<file path="src/design/ekspwm_pkg.sv">
`default_nettype none

package ekspwm_pkg;

   // Register and field widths fixed by the register map.
   localparam int DATA_BITS  = 16;
   localparam int INDEX_BITS = 3;
   localparam int REQ_BITS   = 8;
   localparam int RSP_BITS   = 24;

   // Register values after reset.
   localparam logic [DATA_BITS-1:0] RST_PERIOD   = 16'd39999;
   localparam logic [DATA_BITS-1:0] RST_DEBOUNCE = 16'd3999;
   localparam logic [DATA_BITS-1:0] RST_WMIN     = 16'd1999;
   localparam logic [DATA_BITS-1:0] RST_WMAX     = 16'd3999;
   localparam logic [DATA_BITS-1:0] RST_WSTEP    = 16'd100;

   typedef enum logic [INDEX_BITS-1:0] {
      REG_PWM_PERIOD   = 3'd0,
      REG_DEBOUNCE_LEN = 3'd1,
      REG_WIDTH_MIN    = 3'd2,
      REG_WIDTH_MAX    = 3'd3,
      REG_WIDTH_STEP   = 3'd4
   } reg_index_type;

   typedef enum logic [1:0] {
      TURN_NONE = 2'd0,
      TURN_CW   = 2'd1,
      TURN_CCW  = 2'd2
   } turn_type;

   typedef struct packed {
      logic [DATA_BITS-1:0] pwm_period;
      logic [DATA_BITS-1:0] debounce_len;
      logic [DATA_BITS-1:0] width_min;
      logic [DATA_BITS-1:0] width_max;
      logic [DATA_BITS-1:0] width_step;
   } cfg_type;

   // Packed so that pwm_level sits in bit 0.
   typedef struct packed {
      turn_type             turn_event;
      logic [DATA_BITS-1:0] pulse_width;
      logic                 pwm_level;
   } result_type;

endpackage

`default_nettype wire

</file>
<file path="src/design/ekspwm_core.sv">
`default_nettype none

module ekspwm_core #(
   parameter int COUNT_BITS = 16
) (
   input  wire logic                  clock,
   input  wire logic                  reset,
   input  wire logic                  advance,
   input  wire logic                  chan_a,
   input  wire logic                  chan_b,
   input  wire ekspwm_pkg::cfg_type   cfg,
   output ekspwm_pkg::result_type     result
);
   import ekspwm_pkg::*;

   localparam int CMP_BITS = (COUNT_BITS > DATA_BITS) ? COUNT_BITS : DATA_BITS;

   logic [COUNT_BITS-1:0] period_count_ff, period_count_in;
   logic [COUNT_BITS-1:0] wait_count_ff, wait_count_in;
   logic [DATA_BITS-1:0]  width_ff, width_in;
   logic                  waiting_ff, waiting_in;
   logic                  prev_a_ff, prev_a_in;

   logic [CMP_BITS-1:0]   period_ext;
   logic [CMP_BITS-1:0]   wait_ext;
   logic [DATA_BITS:0]    narrow_floor;
   logic [DATA_BITS:0]    widen_sum;
   logic [DATA_BITS-1:0]  narrow_width;
   logic [DATA_BITS-1:0]  widen_width;
   turn_type              turn;

   assign period_ext = CMP_BITS'(period_count_ff);
   assign wait_ext   = CMP_BITS'(wait_count_ff);

   // Saturating width steps; sums carry one extra bit so they never wrap.
   assign narrow_floor = {1'b0, cfg.width_min} + {1'b0, cfg.width_step};
   assign widen_sum    = {1'b0, width_ff} + {1'b0, cfg.width_step};
   assign narrow_width = ({1'b0, width_ff} >= narrow_floor) ?
                         width_ff - cfg.width_step : cfg.width_min;
   assign widen_width  = (widen_sum <= {1'b0, cfg.width_max}) ?
                         widen_sum[DATA_BITS-1:0] : cfg.width_max;

   // Period counter wraps after the programmed last count.
   always_comb begin
      if (period_ext >= CMP_BITS'(cfg.pwm_period)) begin
         period_count_in = '0;
      end else begin
         period_count_in = period_count_ff + COUNT_BITS'(1);
      end
   end

   // Debounce wait and direction decision.
   always_comb begin
      wait_count_in = wait_count_ff;
      waiting_in    = waiting_ff;
      width_in      = width_ff;
      turn          = TURN_NONE;
      if (waiting_ff) begin
         if (wait_ext >= CMP_BITS'(cfg.debounce_len)) begin
            waiting_in = 1'b0;
            if (!chan_a) begin
               if (!chan_b) begin
                  width_in = narrow_width;
                  turn     = TURN_CCW;
               end else begin
                  width_in = widen_width;
                  turn     = TURN_CW;
               end
            end
         end else begin
            wait_count_in = wait_count_ff + COUNT_BITS'(1);
         end
      end else if (prev_a_ff && !chan_a) begin
         waiting_in    = 1'b1;
         wait_count_in = '0;
      end
      prev_a_in = chan_a;
   end

   // Level uses the state from the start of the tick, width after the update.
   always_comb begin
      result.pwm_level   = (period_ext < CMP_BITS'(width_ff));
      result.pulse_width = width_in;
      result.turn_event  = turn;
   end

   // Timer and encoder state advance once per accepted tick.
   always_ff @(posedge clock) begin
      if (reset) begin
         period_count_ff <= '0;
         wait_count_ff   <= '0;
         width_ff        <= RST_WMIN;
         waiting_ff      <= 1'b0;
         prev_a_ff       <= 1'b1;
      end else if (advance) begin
         period_count_ff <= period_count_in;
         wait_count_ff   <= wait_count_in;
         width_ff        <= width_in;
         waiting_ff      <= waiting_in;
         prev_a_ff       <= prev_a_in;
      end
   end

endmodule

`default_nettype wire

</file>
<file path="src/design/encoder_knob_servo_pwm.sv">
// Channel  Direction  Ports                         Contents
// req      in         req_tvalid/tready/tdata       one timer tick with encoder levels
// rsp      out        rsp_tvalid/tready/tdata       PWM level, pulse width, turn event
// csr      in         csr_valid/ready/index/data    register writes, always ready
//
// One tick is accepted per cycle while ready is high; each result is registered.
// All tick work is a single pass of compare and add logic ahead of the
// output register. A two-entry output buffer (output register plus skid
// register) keeps input accepted while one result waits, so ready drops only
// when both entries are full. Synchronous reset clears counters, buffers and
// restores the register defaults.
`default_nettype none

module encoder_knob_servo_pwm #(
   parameter int COUNT_BITS = 16
) (
   input  wire logic                                  clock,
   input  wire logic                                  reset,
   input  wire logic                                  req_tvalid,
   output logic                                       req_tready,
   // Bit 0 chan_a, bit 1 chan_b, upper bits zero.
   input  wire logic [ekspwm_pkg::REQ_BITS-1:0]       req_tdata,
   output logic                                       rsp_tvalid,
   input  wire logic                                  rsp_tready,
   // Bit 0 pwm_level, bits 16:1 pulse_width, bits 18:17 turn_event, rest zero.
   output logic [ekspwm_pkg::RSP_BITS-1:0]            rsp_tdata,
   input  wire logic                                  csr_valid,
   output logic                                       csr_ready,
   input  wire logic [ekspwm_pkg::INDEX_BITS-1:0]     csr_index,
   input  wire logic [ekspwm_pkg::DATA_BITS-1:0]      csr_data
);
   import ekspwm_pkg::*;

   cfg_type    cfg_ff, cfg_in;
   result_type result;
   result_type out_ff, out_in;
   result_type skid_ff, skid_in;
   logic       out_valid_ff, out_valid_in;
   logic       skid_valid_ff, skid_valid_in;
   logic       accept;
   logic       pop;

   assign csr_ready  = 1'b1;
   assign req_tready = !skid_valid_ff;
   assign accept     = req_tvalid && req_tready;
   assign pop        = out_valid_ff && rsp_tready;
   assign rsp_tvalid = out_valid_ff;
   assign rsp_tdata  = {(RSP_BITS - $bits(result_type))'(0), out_ff};

   ekspwm_core #(
      .COUNT_BITS (COUNT_BITS)
   ) u_core (
      .clock   (clock),
      .reset   (reset),
      .advance (accept),
      .chan_a  (req_tdata[0]),
      .chan_b  (req_tdata[1]),
      .cfg     (cfg_ff),
      .result  (result)
   );

   // Register writes; unknown indexes are dropped.
   always_comb begin
      cfg_in = cfg_ff;
      if (csr_valid) begin
         unique case (reg_index_type'(csr_index))
            REG_PWM_PERIOD:   cfg_in.pwm_period   = csr_data;
            REG_DEBOUNCE_LEN: cfg_in.debounce_len = csr_data;
            REG_WIDTH_MIN:    cfg_in.width_min    = csr_data;
            REG_WIDTH_MAX:    cfg_in.width_max    = csr_data;
            REG_WIDTH_STEP:   cfg_in.width_step   = csr_data;
            default:          cfg_in = cfg_ff;
         endcase
      end
   end

   // Output register with a skid entry behind it.
   always_comb begin
      out_in        = out_ff;
      out_valid_in  = out_valid_ff;
      skid_in       = skid_ff;
      skid_valid_in = skid_valid_ff;
      if (pop) begin
         if (skid_valid_ff) begin
            out_in        = skid_ff;
            skid_valid_in = 1'b0;
         end else if (accept) begin
            out_in = result;
         end else begin
            out_valid_in = 1'b0;
         end
      end else if (accept) begin
         if (out_valid_ff) begin
            skid_in       = result;
            skid_valid_in = 1'b1;
         end else begin
            out_in       = result;
            out_valid_in = 1'b1;
         end
      end
   end

   always_ff @(posedge clock) begin
      if (reset) begin
         cfg_ff.pwm_period   <= RST_PERIOD;
         cfg_ff.debounce_len <= RST_DEBOUNCE;
         cfg_ff.width_min    <= RST_WMIN;
         cfg_ff.width_max    <= RST_WMAX;
         cfg_ff.width_step   <= RST_WSTEP;
         out_valid_ff        <= 1'b0;
         skid_valid_ff       <= 1'b0;
      end else begin
         cfg_ff        <= cfg_in;
         out_valid_ff  <= out_valid_in;
         skid_valid_ff <= skid_valid_in;
      end
   end

   // Result payloads need no reset.
   always_ff @(posedge clock) begin
      out_ff  <= out_in;
      skid_ff <= skid_in;
   end

endmodule

`default_nettype wire

</file>
<file path="config.mk">
export PLATFORM = sky130hd
export DESIGN_NAME = encoder_knob_servo_pwm
export DESIGN_NICKNAME = d
export VERILOG_FILES = /design/src/design/ekspwm_pkg.sv /design/src/design/ekspwm_core.sv /design/src/design/encoder_knob_servo_pwm.sv
export SDC_FILE = /design/constraint.sdc
export NUM_CORES = 1
export LEC_CHECK = 0
export BUFFER_PORTS_ARGS = -buffer_cell sky130_fd_sc_hd__buf_2
export CAP_MARGIN = 0
export CORE_MARGIN = 2
export CORE_UTILIZATION = 64
export DETAILED_ROUTE_END_ITERATION = 8
export GPL_TIMING_DRIVEN = 0
export MAX_ROUTING_LAYER = met4
export PLACE_DENSITY_LB_ADDON = 0.2
export SYNTH_ARGS = -nofsm -noshare
export SYNTH_HDL_FRONTEND = slang
export SYNTH_SLANG_ARGS = --single-unit
</file>
<file path="constraint.sdc">
create_clock -name clock -period 10.7 [get_ports clock]
set_input_delay 0.535 -clock clock [delete_from_list [all_inputs] [get_ports clock]]
set_output_delay 0.535 -clock clock [all_outputs]
set_load 0.1 [all_outputs]
</file>
Word-level counts from Yosys, hierarchy flattened
Cells that the tools add are included.
- bits in registers: 170
- latch bits: 0
- bits in writable memories: 0
- bits in read-only memories: 0
- bits of input ports: 32
- memories: 0
- $add $sub $neg: 5
- $mul: 0
- div/mod/pow operators: 0
- magnitude comparators: 5
- equality and inequality tests: 8
- shift operators: 0
- muxes and demuxes: 26
- bitwise logic cells: 1
- reduce and logical (&&, ||, !) cells: 20
- operator list (kind ; count):
    16-bit 2-to-1 mux ; 10
    19-bit 2-to-1 mux ; 5
    16-bit by 16-bit adder with 17-bit output ; 2
    16-bit by 1-bit adder with 16-bit output, second input constant ; 2
    16-bit greater-or-equal comparator ; 2
    16-bit by 17-bit greater-or-equal comparator with 1-bit output ; 1
    17-bit by 16-bit <= comparator with 1-bit output ; 1
    16-bit < comparator ; 1
    16-bit subtractor ; 1
    2-bit AND reduction ; 6
    3-bit AND reduction ; 4
    2-bit 2-to-1 mux ; 4
    1-bit 2-to-1 mux ; 7
    3-bit by 2-bit == test with 1-bit output, second input constant ; 2
    2-bit inequality test, second input constant ; 3
    2-bit nonzero test ; 3
    3-bit by 1-bit == test with 1-bit output, second input constant ; 1
    3-bit == test, second input constant ; 1
    1-bit logical AND ; 3
    3-bit zero test ; 1
    1-bit zero test ; 2
    2-bit by 1-bit inequality test with 1-bit output, second input constant ; 1
    2-bit OR reduction ; 1
    1-bit NOT ; 1

Depth between registers and ports, before layout
Gate-level depths: netlist (run 1).
- depth in word-level cells: 10
- gate-level depth with buffers: 21

Modules after synthesis
From an unflattened synthesis (run 1), not the netlist that was laid out.
- cell total of the unflattened synthesis: 1279
- area, all modules: 11514.8 µm²
- modules (own cells, without submodules) (module ; times used ; cells each ; area each (µm²)):
    ekspwm_core ; 1 ; 896 ; 6812.8
    encoder_knob_servo_pwm ; 1 ; 383 ; 4702.0

Worst setup path before layout (run 1)
OpenSTA, ideal clock, no wires.
- path type: flip-flop to flip-flop
- from: register cfg_ff[1] (netlist name)
- to: register out_ff (netlist bit rsp_tdata[13]) (data pin)
- library setup time: 255 ps
- arrival time: 4332 ps
- required time: 10445 ps
- slack: 6113 ps
- cell stages (with the launch flop): 20
- path buffers: 0
- path through: dfxtp_1 -> ha_1 -> a21o_1 -> a21o_1 -> a2111oi_2 -> nor3_1 -> a2111oi_2 -> a21boi_1 -> a211o_1 -> a21oi_1 -> xor2_1 -> ha_1 -> nor2_1 -> a211oi_1 -> nand2_1 -> a21oi_1 -> nand2_2 -> mux2_2 -> a211o_1 -> a31o_1
- RTL lines (what ; line ; source):
    start: declaration ; encoder_knob_servo_pwm.sv:34 ; cfg_type cfg_ff, cfg_in;
    start signal: assignment ; encoder_knob_servo_pwm.sv:113 ; cfg_ff <= cfg_in;
    end signal: assignment ; encoder_knob_servo_pwm.sv:121 ; out_ff <= out_in;
    end: declaration ; encoder_knob_servo_pwm.sv:36 ; result_type out_ff, out_in;

==> summary.md, run 1 <==
| Metric | Value |
|---|---|
| Run status | finished, final reports clean |
| Root buffer cell | clkbuf_16 |
| Reg clk slew, reported paths | 70 ps |
| Worst r2r src | cfg_ff[1]$_SDFFE_PP0P_ |
| Fin Setup TNS | 0 ps |
| Hold Path Sink | skid_valid_ff$_SDFFE_PP0P_ |
| Setup violators final | 0 |
| Cells on worst reg2reg path | 19 |
| Tcrit/Tclk final | between 50 and 60% |
| Max Clock Freq | 172.1 MHz |
| WL/cell | around 20 microns |
| CTS HTree Levels | 4 |
| P_int | 1.074 mW |
| Layout Skew | 8.497 ps |
| Comb pwr share | 16.7% |
| Power Dens Cells | 126.4 nW/um^2 |
| CTS Buf Count | 17 |
| Measured slew at the worst slew-check pin | 891.2 ps |
| Yosys cell types | 75 |
| Routed WL | around 33 mm |
| Detail Route Antenna Nets | 0 |
| Syn_area_per_cell | 8.387 sq um |
| Initial antenna violation count | 0 |
| Die W | 135.8 microns |
| Clk pwr share | 39.2% |
| Synth warnings | 0 |
| Fin crit period | slightly below 6000 ps |
| RSZ-0062 raised after global routing | false |
| Required @ worst endpoint | 10,870 ps |
| Seq pwr share | 44.1% |
| Die area | 18,430 sq um |
| Async S/R FF share, synth | 0% |
| Fin. Hold Viols | 0 |
| Post-cts repair resize count | 0 |
| First-pass GRT wire length | 50.48 mm |
| Total track usage | 37.25% |
| Post-synth EDFFs | 38 |
| Min-Delay Path Depth | 2 |
| Seq cells post-synth | 170 |
| Post-CTS Hold Fix Bufs | 0 |
| Instance count of the mapped netlist | 1,325 |
| Routability cong. | 0.9903 |
| GRT overflow | 0 |
| 1st-iter DRT viols | ~940 |
| Syn-to-layout area delta | 9.964% |
| # IOs | 59 |
| Leakage | 5.350 nW |
| CTS tree | yes |
| MaxCap Viol Count | 0 |
| Clock Latency Late Sink | approximately 450 ps |
| Crit-path max FO | 10 |
| Peak supply drop | between 0.0001 and 0.00015 V |
| Ant diodes | 0 |
| Max Buffers Root-to-Sink | 2 |
| WP data arrival | 5980 ps |
| Starting Density | 64.93% |
| Row count | 48 |
| Crit path launch type | flop |
| Post-CTS Setup Bufs | 0 |
| Core region area | 17,120 sq um |
| Final Max Tran Viols | 0 |
| Post-DP HPWL | 25.25 mm |
| Hold crit path type | primary input to flop |
| Post-Syn Area | 11,110 sq um |
| Main synth FF type | dfxtp_1 |
| Reg2reg setup slack | 4890 ps |
| Post-route core utilization | 71.40% |
| Sequential element share of the synthesized area | 34.05% |
| Psw | 471.2 uW |
| Setup crit end kind | flop |
| Via density per instance | 6.202 |
| Setup Crit Path Kind | flop to flop |
| Die Y-Extent | 135.8 microns |
| Rel. slew slack | 40.18% |
| Vias in the first global route | 9,470 |
| Via Count | roughly 10,000 |
| Clock Sinks | 170 |
| First-pass detailed-route iteration total | 8 |
| DRC viols | 0 |
| Largest net degree at the start of global routing | 17 |
| Buffers on Ports | 44 |
| Layout cells sized above 1 | 7.960% |
| Reg-to-reg endpoint | rsp_tdata[15]$_DFFE_PP_ |
| Sw frac | 30.49% |
| Nets | around 1,600 |
| Hold path start | rsp_tready |
[cells in the mapped netlist (all sizes together) (3+ instances only)]
cell	count	area [sq um]
nor2b	14	87.58
and4	3	26.28
or3	9	56.30
ha	129	1614
nand2b	21	131.4
clkbuf	45	168.9
o21ai	59	295.3
a211o	4	35.03
a2111oi	3	45.04
o22a	9	78.83
a21boi	3	22.52
a41o	3	30.03
nand3	27	135.1
nor2	97	364.1
a22oi	3	22.52
fa	3	60.06
o21a	8	60.06
or4	3	26.27
and2	7	43.79
a31o	4	35.04
o21bai	8	60.06
dfxtp	132	2643
inv	111	416.7
a21oi	106	530.5
buf	12	86.33
a31oi	6	37.54
and3	15	93.84
nor3	15	75.07
xnor2	34	297.8
nand4	12	75.07
nor4b	3	38.79
a21o	21	157.7
mux2	3	33.78
o221ai	19	166.4
xor2	21	183.9
o31ai	5	37.54
a211oi	19	170.2
o211ai	39	292.8
nand2	197	742.0
o31a	4	35.03
mux2i	24	240.2
edfxtp	38	1141
[registers in the layout (all words and copies together) (netlist names)]
signal / count
cfg_ff: 80
skid_valid_ff: 1
u_core.waiting_ff: 1
u_core.width_ff: 16
u_core.prev_a_ff: 1
u_core.period_count_ff: 16
u_core.wait_count_ff: 16
rsp_tdata: 19
rsp_tvalid: 1
skid_ff: 19
[metrics by stage]
stage	instance area, sq um	power [mW]	std cells	setup WS, ps	hold WS (ps)
2_1_floorplan	11130	0.8751	1329	6113	436.3
3_3_place_gp	11630	0.9424	1598	4985	442.6
6_report	12220	1.545	1632	4888	352.6
4_1_cts	12220	1.539	1632	4968	347.3
5_1_grt	12220	1.592	1632	4663	367.2
3_5_place_dp	11650	0.9476	1600	4965	453.0
[kinds of logic after synthesis]
logic type	Yosys count	synth area share (%)
xor+xnor	55	4.335
buf+inv	169	6.080
mux	27	2.466
fa+ha+maj	132	15.06
simple gates	428	17.37
compound gates	342	20.57
flops	170	34.05
other cells	2	0.06758
[worst max-delay path: stages (launching register included)]
cell and delay, ps:
dfxtp_1 510, ha_1 290, a21o_1 170, a21o_1 230, a2111oi_2 440, nor3_1 130, a2111oi_2 550, a21boi_1 240
a211o_1 300, a21oi_1 170, xor2_1 170, ha_1 200, nor2_1 60, a211oi_1 210, nand2_1 80, a21oi_1 310
nand2_2 280, buf_2 330, o311ai_1 650, o221ai_1 200
[cell usage in the layout (no fill, tap or decap), drive strengths merged, types with 7 or more instances in the layout]
cell type	netlist	routed
nand2	197	197
dfxtp	132	132
ha	129	129
inv	111	115
a21oi	106	106
nor2	97	97
clkbuf	45	62
o21ai	59	59
buf	12	58
o211ai	39	39
edfxtp	38	38
xnor2	34	34
nand3	27	27
mux2i	24	24
nand2b	21	21
a21o	21	21
xor2	21	21
o221ai	19	19
a211oi	19	19
and3	15	15
nor3	15	15
nor2b	14	14
nand4	12	12
or3	9	9
o22a	9	9
o21a	8	8
o21bai	8	8
and2	7	7
[layout make-up]
cell class,instances,area [sq um]
Tap cell,225,281.5
Fill cell,1394,4896
Clock inverter,15,141.4
Clock buffer,17,425.4
Buffer,57,255.2
Inverter,112,420.4
Timing Repair Buffer,46,239.0
Multi-Input combinational cell,990,6674
Sequential cell,170,3784
[power groups by stage]
| stage | clock, mW | combinational [mW] | sequential [mW] |
|---|---|---|---|
| 2_1_floorplan | 0 | 0.157 | 0.718 |
| 5_1_grt | 0.631 | 0.279 | 0.682 |
| 4_1_cts | 0.604 | 0.254 | 0.681 |
| 6_report | 0.606 | 0.259 | 0.681 |
| 3_5_place_dp | 0 | 0.252 | 0.695 |
| 3_3_place_gp | 0 | 0.247 | 0.695 |
[metal layers]
metal,global-route usage [%],share of wire (%),vias to the layer above
li1,-,-,4818
met1,47.62,41,4739
met2,56.31,45,449
met3,6.846,8.6,115
met4,19.44,5.3,0
met5,-,0,-
[worst max path at each step]
stage	from	end	slack, ps	cells past startpoint
floorplan	cfg_ff[1]$_SDFFE_PP0P_	rsp_tdata[13]$_DFFE_PP_	6110	19
global placement	cfg_ff[1]$_SDFFE_PP0P_	rsp_tdata[15]$_DFFE_PP_	4990	19
detailed placement	cfg_ff[1]$_SDFFE_PP0P_	rsp_tdata[15]$_DFFE_PP_	4970	19
CTS	cfg_ff[1]$_SDFFE_PP0P_	rsp_tdata[15]$_DFFE_PP_	4970	19
global route	cfg_ff[1]$_SDFFE_PP0P_	skid_ff[15]$_DFFE_PP_	4660	19
finish	cfg_ff[1]$_SDFFE_PP0P_	rsp_tdata[15]$_DFFE_PP_	4890	19
No activity file was read; power rests on OpenSTA's default activity.
==> inputs of run 2 (changes only) <==
ABC_AREA = 1   (was not set)
CORE_UTILIZATION = 63   (was 64)
clock period = 5.95 ns   (was 10.7 ns; I/O delays follow)
==> run 2 against run 1 <==
Sequential share of layout area decreased by 1.0 points. First-iteration DRC count increased by 11%. Final cell count increased by 15%. Combinational power increased to 3.4 times the previous value. Sequential power increased by 86%. Critical path type unchanged.
==> summary.md, run 2 <==
| Metric | Value |
|---|---|
| Commonest cells in the netlist | 354 x nand2_1, 221 x inv_1, 147 x a21oi_1 |
| Worst r2r src | u_core.width_ff[1]$_SDFFE_PP1P_ |
| Post-CTS Hold Fix Bufs | 0 |
| Measured slew at the worst slew-check pin | 766.5 ps |
| GRT overflow | 0 |
| Crit-path max FO | 10 |
| Largest register by flop count | cfg_ff |
| Run status | finished, final reports clean |
| Main synth FF type | dfxtp_1 |
| Leakage | 6.206 nW |
| First-pass GRT wire length | 51.72 mm |
| Setup violators final | 0 |
| Reg2reg setup slack | 1210 ps |
| Routed WL | approximately 33 mm |
| Routability cong. | 0.9842 |
| RSZ-0062 raised after global routing | false |
| Final Max Tran Viols | 0 |
| Via Count | around 11,000 |
| Post-route core utilization | approximately 70% |
| Finished Cell Area | between 10,000 and 15,000 sq um |
| Starting Density | 64.07% |
| Max reg flops | 80 |
| Reg-to-reg endpoint | rsp_tdata[16]$_DFFE_PP_ |
| Setup crit end kind | flop |
| Nets | 1,802 |
| Syn-to-layout area delta | 9.784% |
| Root buffer cell | clkbuf_16 |
| Tcrit/Tclk final | about four fifths |
| Setup Crit Path Kind | flop to flop |
| Ant diodes | 0 |
| Seq cells post-synth | 170 |
| Die W | 139.2 microns |
| Required @ worst endpoint | 6150 ps |
| Total track usage | 34.95% |
| Crit path launch | u_core.width_ff[1]$_SDFFE_PP1P_ |
| Hold crit path type | primary input to flop |
| Clock Sinks | 170 |
| Commonest non-fill, non-tap cells in the layout | 354 x nand2_1, 221 x inv_1, 147 x a21oi_1 |
| Die area | 19,370 sq um |
| CTS Buf Count | 17 |
| Area after DPL | 12,070 sq um |
| Async S/R FF share, synth | 0% |
| Synth top area share | 22.96% |
| Post-cts repair resize count | 0 |
| 1st-iter DRT viols | about 1,000 |
| Largest net degree at the start of global routing | 18 |
| Post-Syn Area | 11,510 sq um |
| Initial antenna violation count | 0 |
| DRC viols | 0 |
| CTS HTree Levels | 4 |
| Yosys cell types | 56 |
| Fill cells | 1,547 |
| Post-CTS Setup Bufs | 0 |
| Die Y-Extent | 139.2 microns |
| Row count | 49 |
| Layout Skew | 11.44 ps |
| Critical path capture point | rsp_tdata[16]$_DFFE_PP_ |
| Reg clk slew, reported paths | approximately 70 ps |
| Core region area | ~18,000 sq um |
| Fin crit period | 4745 ps |
| Most common cell after layout, fill and taps aside | nand2_1 |
| Crit path launch type | flop |
| Min-Delay Path Depth | 2 |
| Post-DP HPWL | approximately 26 mm |
| Fin Setup TNS | 0 ps |
| MaxCap Viol Count | 0 |
| Yosys top cell by area | dfxtp_1 |
| Cells on worst reg2reg path | 27 |
| # IOs | 59 |
| Instance count of the mapped netlist | 1,567 |
| Layout cells sized above 1 | under 10% |
| Sequential element share of the synthesized area | between 30% and 40% |
| WP data arrival | around 5000 ps |
| Max Buffers Root-to-Sink | 2 |
| Clock Latency Late Sink | 440 ps |
| Vias in the first global route | between 10,000 and 15,000 |
| CTS tree | yes |
| Most common cell in the netlist | nand2_1 |
| Detail Route Antenna Nets | 0 |
| Via density per instance | 5.772 |
| Max Clock Freq | roughly 210 MHz |
| First-pass detailed-route iteration total | 7 |
| Fin. Hold Viols | 0 |
| Power Dens Cells | ~260 nW/um^2 |
| Rel. slew slack | 48.62% |
| WL/cell | 17.61 microns |
| Synth warnings | 0 |
| Peak supply drop | 0.0002386 V |
| Syn_area_per_cell | roughly 7.3 sq um |
| Top post-synthesis cells by area | dfxtp_1 23%, ha_1 14%, nand2_1 12% |
| Buffers on Ports | 46 |
| Post-synth EDFFs | 38 |
-- run 2: power by group --
group / internal, mW / switching, mW / total [mW]
Sequential: 1.23 / 0.0390 / 1.27
Clock: 0.551 / 0.525 / 1.08
Combinational: 0.270 / 0.620 / 0.890
Total: 2.05 / 1.18 / 3.24
-- run 2: worst max-delay path, cell delays in order (launching register included) --
cell and delay [ps]:
dfxtp_1 520, inv_1 220, fa_1 470, nand3b_1 190
nand2_2 150, a21boi_4 90, o21ai_2 250, xor2_1 260
inv_1 70, ha_1 290, a21o_1 180, nor2_1 90
nand3_1 110, nand2_1 80, nand2_1 50, nand2_1 50
nand2_1 50, nand2_1 60, nand2_1 60, nand2_2 170
clkbuf_1 410, nand3_1 130, nand3_1 180, nand2_1 110
nand2_1 100, nand2_2 60, nand2_1 60, nand2_1 50
-- run 2: how the worst min path moves through the flow --
stage | endpoint | start
finish | skid_valid_ff$_SDFFE_PP0P_ | reset
global placement | cfg_ff[60]$_SDFFE_PP0P_ | cfg_ff[60]$_SDFFE_PP0P_
CTS | skid_valid_ff$_SDFFE_PP0P_ | reset
floorplan | skid_valid_ff$_SDFFE_PP0P_ | reset
detailed placement | cfg_ff[63]$_SDFFE_PP0P_ | cfg_ff[63]$_SDFFE_PP0P_
global route | skid_valid_ff$_SDFFE_PP0P_ | reset
-- run 2: cells by family (layout without fill, tap and decap cells) --
family | count (synthesis) | in the layout | synth area share (%)
AOI/OAI and AO/OA | 312 | 312 | 15.68
xor gates and xnor gates | 44 | 44 | 3.348
adders and majority gates | 132 | 132 | 14.55
buffers and inverters | 288 | 368 | 10.00
DFF | 170 | 170 | 32.87
other | 2 | 6 | 0.06525
and+or+nand+nor | 619 | 619 | 23.49
-- run 2: final cells by class --
class	count	area, sq um	area share, %
Multi-Input combinational cell	1113	6600	52.23
Sequential cell	170	3784	29.94
Inverter	230	863.3	6.832
Clock buffer	17	425.4	3.367
Buffer	58	287.8	2.277
Tap cell	229	286.5	2.268
Timing Repair Buffer	48	252.7	2.000
Clock inverter	15	136.4	1.079
-- run 2: per-stage QoR --
step	power, mW	hold slack (ps)	worst slack, ps	instances
finish	3.235	120.9	1205	1880
global route	3.375	128.6	872.5	1880
CTS	3.218	118.1	1289	1880
detailed placement	2.156	462.6	1302	1848
global placement	2.134	453.8	1365	1846
floorplan	1.930	387.4	2186	1571
-- run 2: layer usage --
metal	track usage, %	routed length [microns]
met2	54.84	14840
met5	-	0
met4	13.40	1311
met3	8.080	3074
met1	44.09	13890
==> inputs of run 3 (changes only) <==
clock period = 4.4 ns   (was 5.95 ns; I/O delays follow)
==> run 3 against run 2 <==
Core utilization up 0.99 points. Non-clock buffer count up 8. Sequential cell count unchanged. Setup slack worse by 990 ps. Die area unchanged. Sequential share of layout area down 0.32 points. First-iteration DRC count down 2.9%. Clock-buffer cell count unchanged. Clock skew up 1.1 ps.
==> summary.md, run 3 (synthesis results as in run 2) <==
| Metric | Value |
|---|---|
| Required @ worst endpoint | between 4000 and 5000 ps |
| First-pass GRT wire length | roughly 52 mm |
| MaxCap Viol Count | 0 |
| Ant diodes | 0 |
| Tcrit/Tclk final | 95.04% |
| Finished Cell Area | 12,810 sq um |
| Routed WL | 33.47 mm |
| Starting Density | 64.07% |
| Layout cells sized above 1 | between 10% and 20% |
| Hold crit path type | primary input to flop |
| Setup violators final | 0 |
| Fin crit period | 4182 ps |
| Hold path start | reset |
| Seq pwr share | between 30% and 40% |
| Vias in the first global route | 10,090 |
| CTS HTree Levels | 4 |
| Post-route core utilization | 71.33% |
| Setup Crit Path Kind | flop to flop |
| First-pass detailed-route iteration total | 6 |
| Fill cells | roughly 1,500 |
| Fin. Hold Viols | 0 |
| CP dominant cell by count | nand2_1 |
| CTS Buf Count | 17 |
| Clock Latency Late Sink | about 440 ps |
| Die Y-Extent | 139.2 microns |
| Clock Sinks | 170 |
| Leakage | 6.233 nW |
| Routability cong. | 0.9842 |
| Post-DP HPWL | ~26 mm |
| Core region area | 17,960 sq um |
| P_int | 2.802 mW |
| Final Max Tran Viols | 0 |
| Cells on worst reg2reg path | 30 |
| GRT overflow | 0 |
| Worst r2r src | u_core.width_ff[0]$_SDFFE_PP1P_ |
| Run status | finished, final reports clean |
| Reg clk slew, reported paths | 70 ps |
| CTS tree | yes |
| 1st-iter DRT viols | 1,019 |
| Area after DPL | around 12,000 sq um |
| DRC viols | 0 |
| Measured slew at the worst slew-check pin | about 840 ps |
| WP buf/inv | 3 |
| Via Count | between 10,000 and 15,000 |
| Power Dens Cells | between 300 and 400 nW/um^2 |
| CP max-delay cell | dfxtp_2 |
| Row count | 49 |
| Peak supply drop | between 0.0003 and 0.0004 V |
| Hold Path Sink | skid_valid_ff$_SDFFE_PP0P_ |
| WP data arrival | 4380 ps |
| RSZ-0062 raised after global routing | true |
| Reg2reg setup slack | 220 ps |
| Min-Delay Path Depth | 2 |
| Crit path launch type | flop |
| Detail Route Antenna Nets | 0 |
| Reg-to-reg endpoint | rsp_tdata[13]$_DFFE_PP_ |
| Most common cell after layout, fill and taps aside | nand2_1 |
| Comb pwr share | 28.3% |
| Psw | 1.620 mW |
| Layout Skew | 12.59 ps |
| Buffers on Ports | between 40 and 50 |
| Delay-heaviest family, CP | simple AND/OR/NAND/NOR gates |
| Post-CTS Hold Fix Bufs | 0 |
| WL/cell | 17.73 microns |
| Rel. slew slack | a little over two fifths |
| Initial antenna violation count | 0 |
| Max stage delay on crit path | 370 ps |
| Root buffer cell | clkbuf_16 |
| Crit-path max FO | 10 |
| Die area | 19,370 sq um |
| Max Buffers Root-to-Sink | 2 |
| Clk pwr share | 32.9% |
| Die W | 139.2 microns |
| Commonest non-fill, non-tap cells in the layout | 352 x nand2_1, 219 x inv_1, 143 x a21oi_1 |
| Largest register by flop count | cfg_ff |
| Sw frac | 36.63% |
| Setup crit end kind | flop |
| Largest net degree at the start of global routing | 18 |
| # IOs | 59 |
| Max Clock Freq | 239.1 MHz |
| Max reg flops | 80 |
| Via density per instance | approximately 5.8 |
| Total track usage | 34.97% |
| Nets | 1,810 |
| Syn-to-layout area delta | 11.33% |
[run 3: final cells by class]
cell class	instances	area (sq um)	share of cell area, %
flip-flops and latches	170	3796	29.63
plain buffers	57	291.5	2.275
clock inverters	15	136.4	1.064
well taps	229	286.5	2.236
repair buffers	57	320.3	2.500
inverters	230	863.3	6.738
multi-input cells	1113	6694	52.24
clock buffers	17	425.4	3.320
[run 3: power by group through the flow]
stage | clock network (mW) | registers, mW | logic (mW)
final | 1.45 | 1.72 | 1.25
after global routing | 1.52 | 1.72 | 1.37
after CTS | 1.46 | 1.72 | 1.18
after detailed placement | 0 | 1.75 | 1.16
after global placement | 0 | 1.75 | 1.14
after floorplan | 0 | 1.83 | 0.779
[run 3: stage by stage]
step | hold WS, ps | power, mW | instances | setup TNS, ps | worst slack (ps)
finish | 43.67 | 4.422 | 1888 | 0 | 218.2
detailed placement | 462.6 | 2.915 | 1848 | -4473 | -248.1
global route | 49.25 | 4.613 | 1888 | -1004 | -114.1
floorplan | 309.9 | 2.610 | 1571 | 0 | 636.4
CTS | 40.57 | 4.356 | 1880 | 0 | 3.515
global placement | 453.8 | 2.886 | 1846 | -2392 | -184.5
[run 3: metal layers]
layer / global-route usage (%) / wire [microns] / part of all wire (%)
met4: 13.02 / 1264 / 3.8
met1: 44.25 / 13850 / 41
met2: 55.09 / 15190 / 45
met3: 7.804 / 3168 / 9.5
met5: - / 0 / 0
[run 3: how the worst max path moves through the flow]
stage | slack, ps | cells past startpoint | from | end
6_report | 220 | 30 | u_core.width_ff[0]$_SDFFE_PP1P_ | rsp_tdata[13]$_DFFE_PP_
5_1_grt | -110 | 31 | cfg_ff[2]$_SDFFE_PP1P_ | rsp_tdata[13]$_DFFE_PP_
4_1_cts | 4 | 30 | cfg_ff[0]$_SDFFE_PP0P_ | rsp_tdata[13]$_DFFE_PP_
3_5_place_dp | -250 | 27 | u_core.width_ff[1]$_SDFFE_PP1P_ | rsp_tdata[13]$_DFFE_PP_
3_3_place_gp | -180 | 27 | u_core.width_ff[1]$_SDFFE_PP1P_ | rsp_tdata[16]$_DFFE_PP_
2_1_floorplan | 640 | 27 | cfg_ff[1]$_SDFFE_PP0P_ | rsp_tdata[16]$_DFFE_PP_
[run 3: worst register-to-register path, delay by kind of cell (launching register included)]
family	cells	cell delay, ps
DFF	1	370
and+or+nand+nor	21	1910
buffers and inverters	3	290
adders and majority gates	3	870
AOI/OAI and AO/OA	2	290
xor gates and xnor gates	1	200
[run 3: timing repair]
action,4_1_cts,5_1_grt
resized for setup,4,39
setup endpoints to repair,31,48
pin swaps,0,8
endpoints found under the hold margin,0,0
setup buffers,0,9
